## config.mk

```make
export PLATFORM = sky130hd
export DESIGN_NAME = decimating_power_history_unit
export DESIGN_NICKNAME = d
export VERILOG_FILES = /design/src/dphu_pkg.sv /design/src/decimating_power_history_unit.sv /design/src/dphu_seq.sv /design/src/dphu_dp.sv
export SDC_FILE = /design/constraint.sdc
export NUM_CORES = 2
export LEC_CHECK = 0
export ABC_AREA = 1
export BUFFER_PORTS_ARGS = -buffer_cell sky130_fd_sc_hd__buf_4
export CAP_MARGIN = 20
export CORE_MARGIN = 8
export CORE_UTILIZATION = 33
export DETAILED_ROUTE_END_ITERATION = 8
export PLACE_DENSITY = 0.49
export SETUP_SLACK_MARGIN = 0.02
export SYNTH_ARGS = -nofsm -noshare
export SYNTH_HDL_FRONTEND = slang
export SYNTH_HIERARCHICAL = 1
export SYNTH_SLANG_ARGS = --single-unit
export TNS_END_PERCENT = 20
```

## constraint.sdc

```tcl
create_clock -name clk -period 13.5 [get_ports clk]
set_input_delay 1.35 -clock clk [delete_from_list [all_inputs] [get_ports clk]]
set_output_delay 1.35 -clock clk [all_outputs]
set_load 0.01 [all_outputs]
```

## src/dphu_pkg.sv

```systemverilog
// shared types, constants and the microcode rom of the decimating power history unit
// no dependencies; used by dphu_seq, dphu_dp and the top level
package dphu_pkg;

  localparam logic [15:0] COEF_RESET = 16'd4186;

  typedef logic [3:0] step_t;

  localparam step_t ST_IDLE   = 4'd0;
  localparam step_t ST_MUL1   = 4'd1;
  localparam step_t ST_MUL2   = 4'd2;
  localparam step_t ST_CHECK  = 4'd3;
  localparam step_t ST_RD_A   = 4'd4;
  localparam step_t ST_RD_B   = 4'd5;
  localparam step_t ST_WR_AVG = 4'd6;
  localparam step_t ST_RD_END = 4'd7;
  localparam step_t ST_WR_CPY = 4'd8;
  localparam step_t ST_COMMIT = 4'd9;

  typedef enum logic [2:0] {
    C_ALWAYS,
    C_NO_IN,
    C_NOT_FULL,
    C_MORE_PAIRS,
    C_EVEN_DEPTH,
    C_OUT_BUSY
  } cond_t;

  typedef struct packed {
    logic latch_in;
    logic mul1;
    logic mul2;
    logic clr_k;
    logic rd_a;
    logic rd_b;
    logic wr_avg;
    logic rd_last;
    logic fin_halve;
    logic wr_copy;
    logic commit;
  } act_t;

  typedef struct packed {
    cond_t cond;
    step_t jump;
    step_t next;
    act_t  act;
  } uword_t;

  typedef struct packed {
    logic out_busy;
    logic not_full;
    logic more_pairs;
    logic even_depth;
  } dp_stat_t;

  // on a true condition the step goes to jump, otherwise to next
  function automatic uword_t ucode_rom(step_t s);
    uword_t w;
    w      = '0;
    w.cond = C_ALWAYS;
    case (s)
      ST_IDLE: begin
        w.cond = C_NO_IN;   w.jump = ST_IDLE;   w.next = ST_MUL1;  w.act.latch_in = 1'b1;
      end
      ST_MUL1: begin
        w.jump = ST_MUL2;   w.next = ST_MUL2;   w.act.mul1 = 1'b1;
      end
      ST_MUL2: begin
        w.jump = ST_CHECK;  w.next = ST_CHECK;  w.act.mul2 = 1'b1;
      end
      ST_CHECK: begin
        w.cond = C_NOT_FULL; w.jump = ST_COMMIT; w.next = ST_RD_A; w.act.clr_k = 1'b1;
      end
      ST_RD_A: begin
        w.jump = ST_RD_B;   w.next = ST_RD_B;   w.act.rd_a = 1'b1;
      end
      ST_RD_B: begin
        w.jump = ST_WR_AVG; w.next = ST_WR_AVG; w.act.rd_b = 1'b1;
      end
      ST_WR_AVG: begin
        w.cond = C_MORE_PAIRS; w.jump = ST_RD_A; w.next = ST_RD_END; w.act.wr_avg = 1'b1;
      end
      ST_RD_END: begin
        w.cond = C_EVEN_DEPTH; w.jump = ST_COMMIT; w.next = ST_WR_CPY;
        w.act.rd_last   = 1'b1;
        w.act.fin_halve = 1'b1;
      end
      ST_WR_CPY: begin
        w.jump = ST_COMMIT; w.next = ST_COMMIT; w.act.wr_copy = 1'b1;
      end
      ST_COMMIT: begin
        w.cond = C_OUT_BUSY; w.jump = ST_COMMIT; w.next = ST_IDLE; w.act.commit = 1'b1;
      end
      default: begin
        w.jump = ST_IDLE;   w.next = ST_IDLE;
      end
    endcase
    return w;
  endfunction

endpackage

```

## src/decimating_power_history_unit.sv

```systemverilog
// Decimating power history unit.
// Each input request (inlet temp, outlet temp, flow) gives power = coefficient * flow * rise,
// with a negative rise taken as zero and the product saturated at 32 bits. The power goes
// into a HISTORY_DEPTH-entry history memory; a full memory is first halved by averaging
// adjacent pairs, and the halving count (saturating) goes up by one.
// One result per request: halving count, power, running peak and entries held.
// Channels: in_* and out_* are valid/ready; cfg_wr_en writes the coefficient at once. The user
// must write it only while the unit is idle; the block itself does not enforce this. Reset sets
// the coefficient to 4186 and clears the counters and the peak; the memory needs no clearing.
// Sequence: an accepted request passes the MUL1, MUL2 and CHECK steps to COMMIT, where the result
// register loads, and the unit then returns to IDLE, where the next request can be taken. When
// the memory is full, CHECK is followed by the pair loop of read, read, write on the single
// memory port, then a read of the last entry and, for an odd depth, a copy of it, before COMMIT.
// One request is worked at a time; the next is accepted while a result still waits in the
// output register. If the receiver stalls, the next result holds in its commit step and
// no further request is taken.
// Depends on dphu_pkg, dphu_seq and dphu_dp.
module decimating_power_history_unit
  import dphu_pkg::*;
#(
  parameter int HISTORY_DEPTH = 128
) (
  input  logic        clk,
  input  logic        rst_n,
  input  logic        in_valid,
  output logic        in_ready,
  input  logic [7:0]  in_inlet_temp,
  input  logic [7:0]  in_outlet_temp,
  input  logic [15:0] in_flow,
  output logic        out_valid,
  input  logic        out_ready,
  output logic [15:0] out_time_scale,
  output logic [31:0] out_sample_power,
  output logic [31:0] out_peak_power,
  output logic [7:0]  out_entries_held,
  input  logic        cfg_wr_en,
  input  logic [15:0] cfg_wr_data
);

  act_t     act;
  dp_stat_t stat;

  dphu_seq u_seq (
    .clk      (clk),
    .rst_n    (rst_n),
    .in_valid (in_valid),
    .stat     (stat),
    .act      (act),
    .in_ready (in_ready)
  );

  dphu_dp #(
    .DEPTH (HISTORY_DEPTH)
  ) u_dp (
    .clk              (clk),
    .rst_n            (rst_n),
    .act              (act),
    .in_inlet_temp    (in_inlet_temp),
    .in_outlet_temp   (in_outlet_temp),
    .in_flow          (in_flow),
    .cfg_wr_en        (cfg_wr_en),
    .cfg_wr_data      (cfg_wr_data),
    .out_ready        (out_ready),
    .out_valid        (out_valid),
    .out_time_scale   (out_time_scale),
    .out_sample_power (out_sample_power),
    .out_peak_power   (out_peak_power),
    .out_entries_held (out_entries_held),
    .stat             (stat)
  );

endmodule

```

## src/dphu_seq.sv

```systemverilog
// microcode sequencer: step counter, control rom lookup and conditional jumps
// depends on dphu_pkg
module dphu_seq
  import dphu_pkg::*;
(
  input  logic     clk,
  input  logic     rst_n,
  input  logic     in_valid,
  input  dp_stat_t stat,
  output act_t     act,
  output logic     in_ready
);

  step_t  step_r, step_nxt;
  uword_t w;
  logic   cond_met;

  assign w = ucode_rom(step_r);

  always_comb begin
    case (w.cond)
      C_ALWAYS:     cond_met = 1'b1;
      C_NO_IN:      cond_met = !in_valid;
      C_NOT_FULL:   cond_met = stat.not_full;
      C_MORE_PAIRS: cond_met = stat.more_pairs;
      C_EVEN_DEPTH: cond_met = stat.even_depth;
      C_OUT_BUSY:   cond_met = stat.out_busy;
      default:      cond_met = 1'b1;
    endcase
    step_nxt = cond_met ? w.jump : w.next;
  end

  // wait steps only act once their handshake goes through
  always_comb begin
    act          = w.act;
    act.latch_in = w.act.latch_in & in_valid;
    act.commit   = w.act.commit & !stat.out_busy;
  end

  assign in_ready = w.act.latch_in;

  always_ff @(posedge clk) begin
    if (!rst_n) begin
      step_r <= ST_IDLE;
    end else begin
      step_r <= step_nxt;
    end
  end

endmodule

```

## src/dphu_dp.sv

```systemverilog
// datapath: coefficient register, two-step multiply, history memory with pair averaging,
// counters and the output register; depends on dphu_pkg
module dphu_dp
  import dphu_pkg::*;
#(
  parameter int DEPTH = 128
) (
  input  logic        clk,
  input  logic        rst_n,
  input  act_t        act,
  input  logic [7:0]  in_inlet_temp,
  input  logic [7:0]  in_outlet_temp,
  input  logic [15:0] in_flow,
  input  logic        cfg_wr_en,
  input  logic [15:0] cfg_wr_data,
  input  logic        out_ready,
  output logic        out_valid,
  output logic [15:0] out_time_scale,
  output logic [31:0] out_sample_power,
  output logic [31:0] out_peak_power,
  output logic [7:0]  out_entries_held,
  output dp_stat_t    stat
);

  localparam int AW        = $clog2(DEPTH);
  localparam int FW        = $clog2(DEPTH + 1);
  localparam int PAIRS     = DEPTH / 2;
  localparam int HALF_FILL = (DEPTH + 1) / 2;

  logic [31:0]   mem [DEPTH];
  logic [31:0]   mem_q;
  logic [31:0]   a_r;
  logic [AW-1:0] k_r;
  logic [FW-1:0] fill_r, fill_inc;
  logic [15:0]   halv_r;
  logic [31:0]   peak_r, peak_nxt;
  logic [15:0]   coef_r;
  logic [15:0]   flow_r;
  logic [7:0]    rise_r;
  logic [31:0]   p1_r;
  logic [39:0]   prod;
  logic [31:0]   power_r;
  logic          out_valid_r;
  logic [32:0]   pair_sum;

  logic          wr_en, rd_en;
  logic [AW-1:0] wr_addr, rd_addr;
  logic [31:0]   wr_data;

  assign pair_sum = {1'b0, a_r} + {1'b0, mem_q};
  assign prod     = 40'(p1_r) * 40'(rise_r);
  assign fill_inc = fill_r + FW'(1);
  assign peak_nxt = (power_r > peak_r) ? power_r : peak_r;

  // memory port selection
  always_comb begin
    wr_en   = act.wr_avg | act.wr_copy | act.commit;
    wr_addr = act.commit ? fill_r[AW-1:0] : k_r;
    wr_data = act.wr_avg ? pair_sum[32:1] : (act.commit ? power_r : mem_q);
    rd_en   = act.rd_a | act.rd_b | act.rd_last;
    if (act.rd_last) begin
      rd_addr = AW'(DEPTH - 1);
    end else begin
      rd_addr = {k_r[AW-2:0], act.rd_b};
    end
  end

  always_ff @(posedge clk) begin
    if (wr_en) begin
      mem[wr_addr] <= wr_data;
    end
    if (rd_en) begin
      mem_q <= mem[rd_addr];
    end
  end

  assign stat.out_busy   = out_valid_r & !out_ready;
  assign stat.not_full   = fill_r < FW'(DEPTH);
  assign stat.more_pairs = ((AW + 1)'(k_r) + (AW + 1)'(1)) < (AW + 1)'(PAIRS);
  assign stat.even_depth = (DEPTH % 2) == 0;

  // payload registers
  always_ff @(posedge clk) begin
    if (act.latch_in) begin
      flow_r <= in_flow;
      rise_r <= (in_outlet_temp > in_inlet_temp) ? (in_outlet_temp - in_inlet_temp) : 8'd0;
    end
    if (act.mul1) begin
      p1_r <= 32'(coef_r) * 32'(flow_r);
    end
    if (act.mul2) begin
      power_r <= (|prod[39:32]) ? 32'hFFFF_FFFF : prod[31:0];
    end
    if (act.rd_b) begin
      a_r <= mem_q;
    end
    if (act.clr_k) begin
      k_r <= '0;
    end else if (act.wr_avg) begin
      k_r <= k_r + AW'(1);
    end
    if (act.commit) begin
      out_time_scale   <= halv_r;
      out_sample_power <= power_r;
      out_peak_power   <= peak_nxt;
      out_entries_held <= 8'(fill_inc);
    end
  end

  // control state
  always_ff @(posedge clk) begin
    if (!rst_n) begin
      coef_r      <= COEF_RESET;
      fill_r      <= '0;
      halv_r      <= '0;
      peak_r      <= '0;
      out_valid_r <= 1'b0;
    end else begin
      if (cfg_wr_en) begin
        coef_r <= cfg_wr_data;
      end
      if (act.fin_halve) begin
        fill_r <= FW'(HALF_FILL);
        if (halv_r != 16'hFFFF) begin
          halv_r <= halv_r + 16'd1;
        end
      end else if (act.commit) begin
        fill_r <= fill_inc;
      end
      if (act.commit) begin
        peak_r      <= peak_nxt;
        out_valid_r <= 1'b1;
      end else if (out_ready) begin
        out_valid_r <= 1'b0;
      end
    end
  end

  assign out_valid = out_valid_r;

endmodule

```

* Word level (Yosys, flattened, before mapping)
Cells that the tools add are included.
Widths: inputs -> output; s select.
** Storage, ports and cells
- Register bits after elaboration :: 260
- Latch bits :: 0
- Memory bits (writable) :: 0
- Bits in read-only memories :: 0
- Input bits :: 53
- Output and inout bits :: 90
- Word-level logic and storage cells :: 70
- Memories kept :: 0
** Cells by class
- Add/subtract/negate cells :: 5
- Multipliers :: 2
- Div/mod/pow operators :: 0
- Order comparisons :: 4
- Eq/ne operators :: 14
- Shifts and indexed selects :: 0
- Multiplexer cells :: 16
- Bitwise logic cells :: 4
- Reductions and logical operators :: 9
** Operator list (number)
- $pmux 8 s10 :: 1
- $mul 32x8->40 :: 1
- $gt 32x32->1 :: 1
- $mul 16x16->32 :: 1
- $mux 32 :: 1
- $add 16x1->16 const B :: 1
- $eq 4x3->1 const B :: 4
- $ne 16x16->1 const B :: 1
- $pmux 3 s5 :: 1
- $mux 7 :: 2
- $mux 1 :: 9
- $add 7x1->8 const B :: 1
- $add 8x1->8 const B :: 1
- $eq 4x2->1 const B :: 2
- $eq 4x4->1 const B :: 2
- $gt 8x8->1 :: 1
- $lt 8x7->1 const B :: 1
- $lt 8x8->1 const B :: 1
- $reduce_or 8->1 :: 1
- $sub 8x8->8 :: 1
- $add 7x1->7 const B :: 1
- $eq 3x2->1 const B :: 2
- $eq 4x1->1 const B :: 1
- $logic_not 4->1 :: 1
- 10 further kinds :: 15

* Longest topological paths before layout
- Depth after elaboration :: 6
- Gate-level depth with buffers :: 28
- Gate-level depth less buffers :: 26

* Modules after synthesis
The synthesis kept the hierarchy.
** By module, submodules not included
- dphu_dp :: instances 1, cells each 3553, area an instance 28426.0 um^2
- dphu_seq :: instances 1, cells each 70, area an instance 382.9 um^2

* Least setup slack after synthesis
Ideal clock, no wire load.
- Path type :: input port to flip-flop
- Start point :: input port out_ready
- End point :: register u_dp.fill_r[4]
- Library setup time :: 0.057 ns
- Arrival :: 6.831 ns
- Required time :: 13.443 ns
- Path slack :: 6.612 ns
- Cell stages on the path :: 7
- Path buffers :: 1
- Cell sequence :: nor2_1 -> nor2_1 -> clkinv_1 -> clkbuf_1 -> a21oi_1 -> o21ai_0 -> inv_1
** RTL lines
- start: declaration :: line decimating_power_history_unit.sv:31 : input logic out_ready,
- end signal: assignment :: line dphu_dp.sv:123 : fill_r <= FW'(HALF_FILL);
- end signal: assignment :: line dphu_dp.sv:128 : fill_r <= fill_inc;
- end: declaration :: line dphu_dp.sv:34 : logic [FW-1:0] fill_r, fill_inc;

* Final worst setup path
- Start point :: register u_dp.flow_r[7]
- End point :: register u_dp.p1_r[29] (data pin)
** Between the ends
- Longest elaborated chain between the ends :: 1
** RTL lines
- start: declaration :: line dphu_dp.sv:38 : logic [15:0] flow_r;
- start signal: assignment :: line dphu_dp.sv:85 : flow_r <= in_flow;
- $mul 16x16->32 :: line dphu_dp.sv:89 : p1_r <= 32'(coef_r) * 32'(flow_r);
- end signal: assignment :: line dphu_dp.sv:89
- end: declaration :: line dphu_dp.sv:40 : logic [31:0] p1_r;
No other way between the ends.
A chain may end at the register's enable or synchronous reset.

==> results.md <==
- Total routed wirelength: just over 70 mm
- Worst-skew pair later-pin latency: 0.56 ns
- Cell count of the worst reg-to-reg path: 20
- Final worst-path cycle share: 45.75%
- Syn Nets: 4255
- Result of the run: finished clean
- Global Route Usage Sum: 15.08%
- Cell class contributing the biggest share of worst-path delay: adder cells
- Number of antenna violations at the first check in global routing: 0
- First-pass GRT wire length: 120.6 mm
- Critical Path Slowest Stage Cell: sky130_fd_sc_hd__edfxtp_1
- Critical Path Most Common Cell: sky130_fd_sc_hd__fa_1
- Sum of negative setup slack: 0 ns
- Pin count of the biggest net entering global routing: between 70 and 80
- Worst slack at placement: 7.373 ns
- First-pass iteration count of the detailed router: 5
- Grt ovf: 0
- Count of pins over their slew limit: 0
- Antenna Violating Nets Remaining: 0
- Hold Violations, Final: 0
- Clock tree from TritonCTS: built
- CP Capture Type: flop
- Die extent in y: 311.4 um
- Stage delay of the slowest cell on the critical path: 0.86 ns
- Clock Skew: 0.03648 ns
- Max-cap violations: 0
- Clock buffers created by TritonCTS: 35
- Via count of the first global-routing pass: around 23000
- Category of the most critical setup path: flop to flop
- Total inserted antenna cells: 0
- Final setup violating endpoints: 0
- Die Footprint: 96960 um2
- Final Critical Period: 6.177 ns
- WP data required: 13.78 ns
- Number of rows in the core area: 108
- Remaining DRCs: 0
- Fraction of layout instances using a drive strength above 1: 7.263%
- Quantity of gates resized following cts: 0
- Hold buffer count at CTS: 0
- Effective utilization at floorplan: between 30 and 40%
- Yosys warns: 6
- Routed via count divided by cell count: 4.456
- Post-synth design cell area: 28790 um2
- TritonCTS Sinks: 260
- Core utilization of the finished layout: 36.93%
- Cell depth of the worst min-delay path: 0
- Final Wtd Congestion: 0.8389
- Worst-path fanout max: 16
- Buffer depth of the longest clock path: 3
- RSZ-0062 raised after global routing: false
- Min setup slack post-route: 7.323 ns
- Vias: between 20000 and 25000
- Detailed Place HPWL: 56.44 mm
- Io pins: between 100 and 150
- Synthesized area per cell: slightly below 8 um2
- Layout-stage area growth over the synthesis result: 11.10%
- Tightest slew margin relative to the limit: 39.57%
- I/O Buffers: 142
- Transition time at the pin with the least slew margin: 0.9064 ns
- Critical path data arrival time: 6.46 ns
- Setup bufs post-CTS: 0
- Path class of the lowest-slack min-delay path: flop to flop
- Clock-pin slew reported for the worst setup and hold paths after clock tree synthesis: around 0.06 ns
- Area of the placeable core: between 80000 and 90000 um2
- Hold slack final: 0.4714 ns
- Category of the worst setup path launch point: flop
- Net count, final: 4299
- H-tree level count: 2
- Maximum clock frequency: 161.9 MHz
- Iter 0 DRT Violations: around 1100
- Gate Count Post-Synth: roughly 3600
- Series of cell instances along the critical path: nand2_1 > fa_1 > inv_1 > fa_1 > fa_1 > fa_1 > fa_1 > inv_1 > fa_1 > inv_1 > ha_1 > a21oi_1 > o21ai_0 > a21oi_1 > nand3_1 > a21o_1 > nand2_1 > nand2_1 > nand2_1 > nand2_1
- Die X-Extent: about 310 um
- Cell at the root of the clock tree: sky130_fd_sc_hd__clkbuf_16
- Worst Path Buf+Inv: 3
- Drt wl/cell: about 15 um
- Total stage count of the critical path: 20
routing by layer:
metal / global-route usage [%] / wire length, um / vias to the layer above
met5: 0 / 0 / -
met4: 4.488 / 2069 / 0
met3: 2.151 / 2754 / 103
met2: 26.24 / 34440 / 372
met1: 19.32 / 32610 / 10313
li1: - / - / 10801
final cells by class:
type / count / area [um2]
Multi-Input combinational cell: 2234 / 17540
Inverter: 973 / 3652
Clock inverter: 18 / 187.7
Fill cell: 9034 / 54630
Tap cell: 1155 / 1445
Sequential cell: 260 / 6967
Timing Repair Buffer: 160 / 1201
Clock buffer: 45 / 996.0
sequential cells by signal, summed over array words and instances (netlist names), 4 cells and up:
| register | cells |
|---|---|
| u_dp/halv_r | 16 |
| u_dp/out_time_scale | 16 |
| u_dp/p1_r | 32 |
| u_dp/power_r | 32 |
| u_seq/step_r | 4 |
| u_dp/peak_r | 32 |
| u_dp/out_sample_power | 32 |
| u_dp/coef_r | 16 |
| u_dp/flow_r | 16 |
| u_dp/out_peak_power | 32 |
| u_dp/k_r | 7 |
| u_dp/out_entries_held | 8 |
| u_dp/rise_r | 8 |
| u_dp/fill_r | 8 |
per-stage QoR:
step	std cells	instance area (um2)
after floorplan	3620	28790
after global placement	4782	30810
after detailed placement	4782	30810
after CTS	4845	31990
after global routing	4845	31990
final	4845	31990
layout by cell type (no fill, tap or decap), types with 5 or more instances in the layout:
cell type                     n
sky130_fd_sc_hd__nor2_1     131
sky130_fd_sc_hd__nand2_1    960
sky130_fd_sc_hd__nand4_1     15
sky130_fd_sc_hd__a31oi_1      8
sky130_fd_sc_hd__fa_1       375
sky130_fd_sc_hd__nand3_2     14
sky130_fd_sc_hd__inv_6        5
sky130_fd_sc_hd__clkbuf_16   37
sky130_fd_sc_hd__buf_4      160
sky130_fd_sc_hd__nand3_1    143
sky130_fd_sc_hd__o21ai_0     68
sky130_fd_sc_hd__edfxtp_1   176
sky130_fd_sc_hd__a21oi_1    148
sky130_fd_sc_hd__xor2_1      38
sky130_fd_sc_hd__nor2_2      11
sky130_fd_sc_hd__nand2_2     15
sky130_fd_sc_hd__dfxtp_1     84
sky130_fd_sc_hd__xnor2_1     31
sky130_fd_sc_hd__o21bai_1     9
sky130_fd_sc_hd__nor3b_1      5
sky130_fd_sc_hd__inv_1      970
sky130_fd_sc_hd__nor4_1       5
sky130_fd_sc_hd__nor3_1      16
sky130_fd_sc_hd__ha_1       207
final timing paths:
check	from	endpoint	slack, ns
worst max-delay path	u_dp/flow_r[7]	u_dp/p1_r[29]	7.32
worst max register to register	u_dp/flow_r[7]	u_dp/p1_r[29]	7.32
worst min-delay path	u_dp/halv_r[5]	u_dp/out_time_scale[5]	0.47
worst min register to register	u_dp/halv_r[5]	u_dp/out_time_scale[5]	0.47
Power is left out: the tool's default activity adds up to more than one toggle a clock period on the data nets, which glitch-free logic cannot reach.
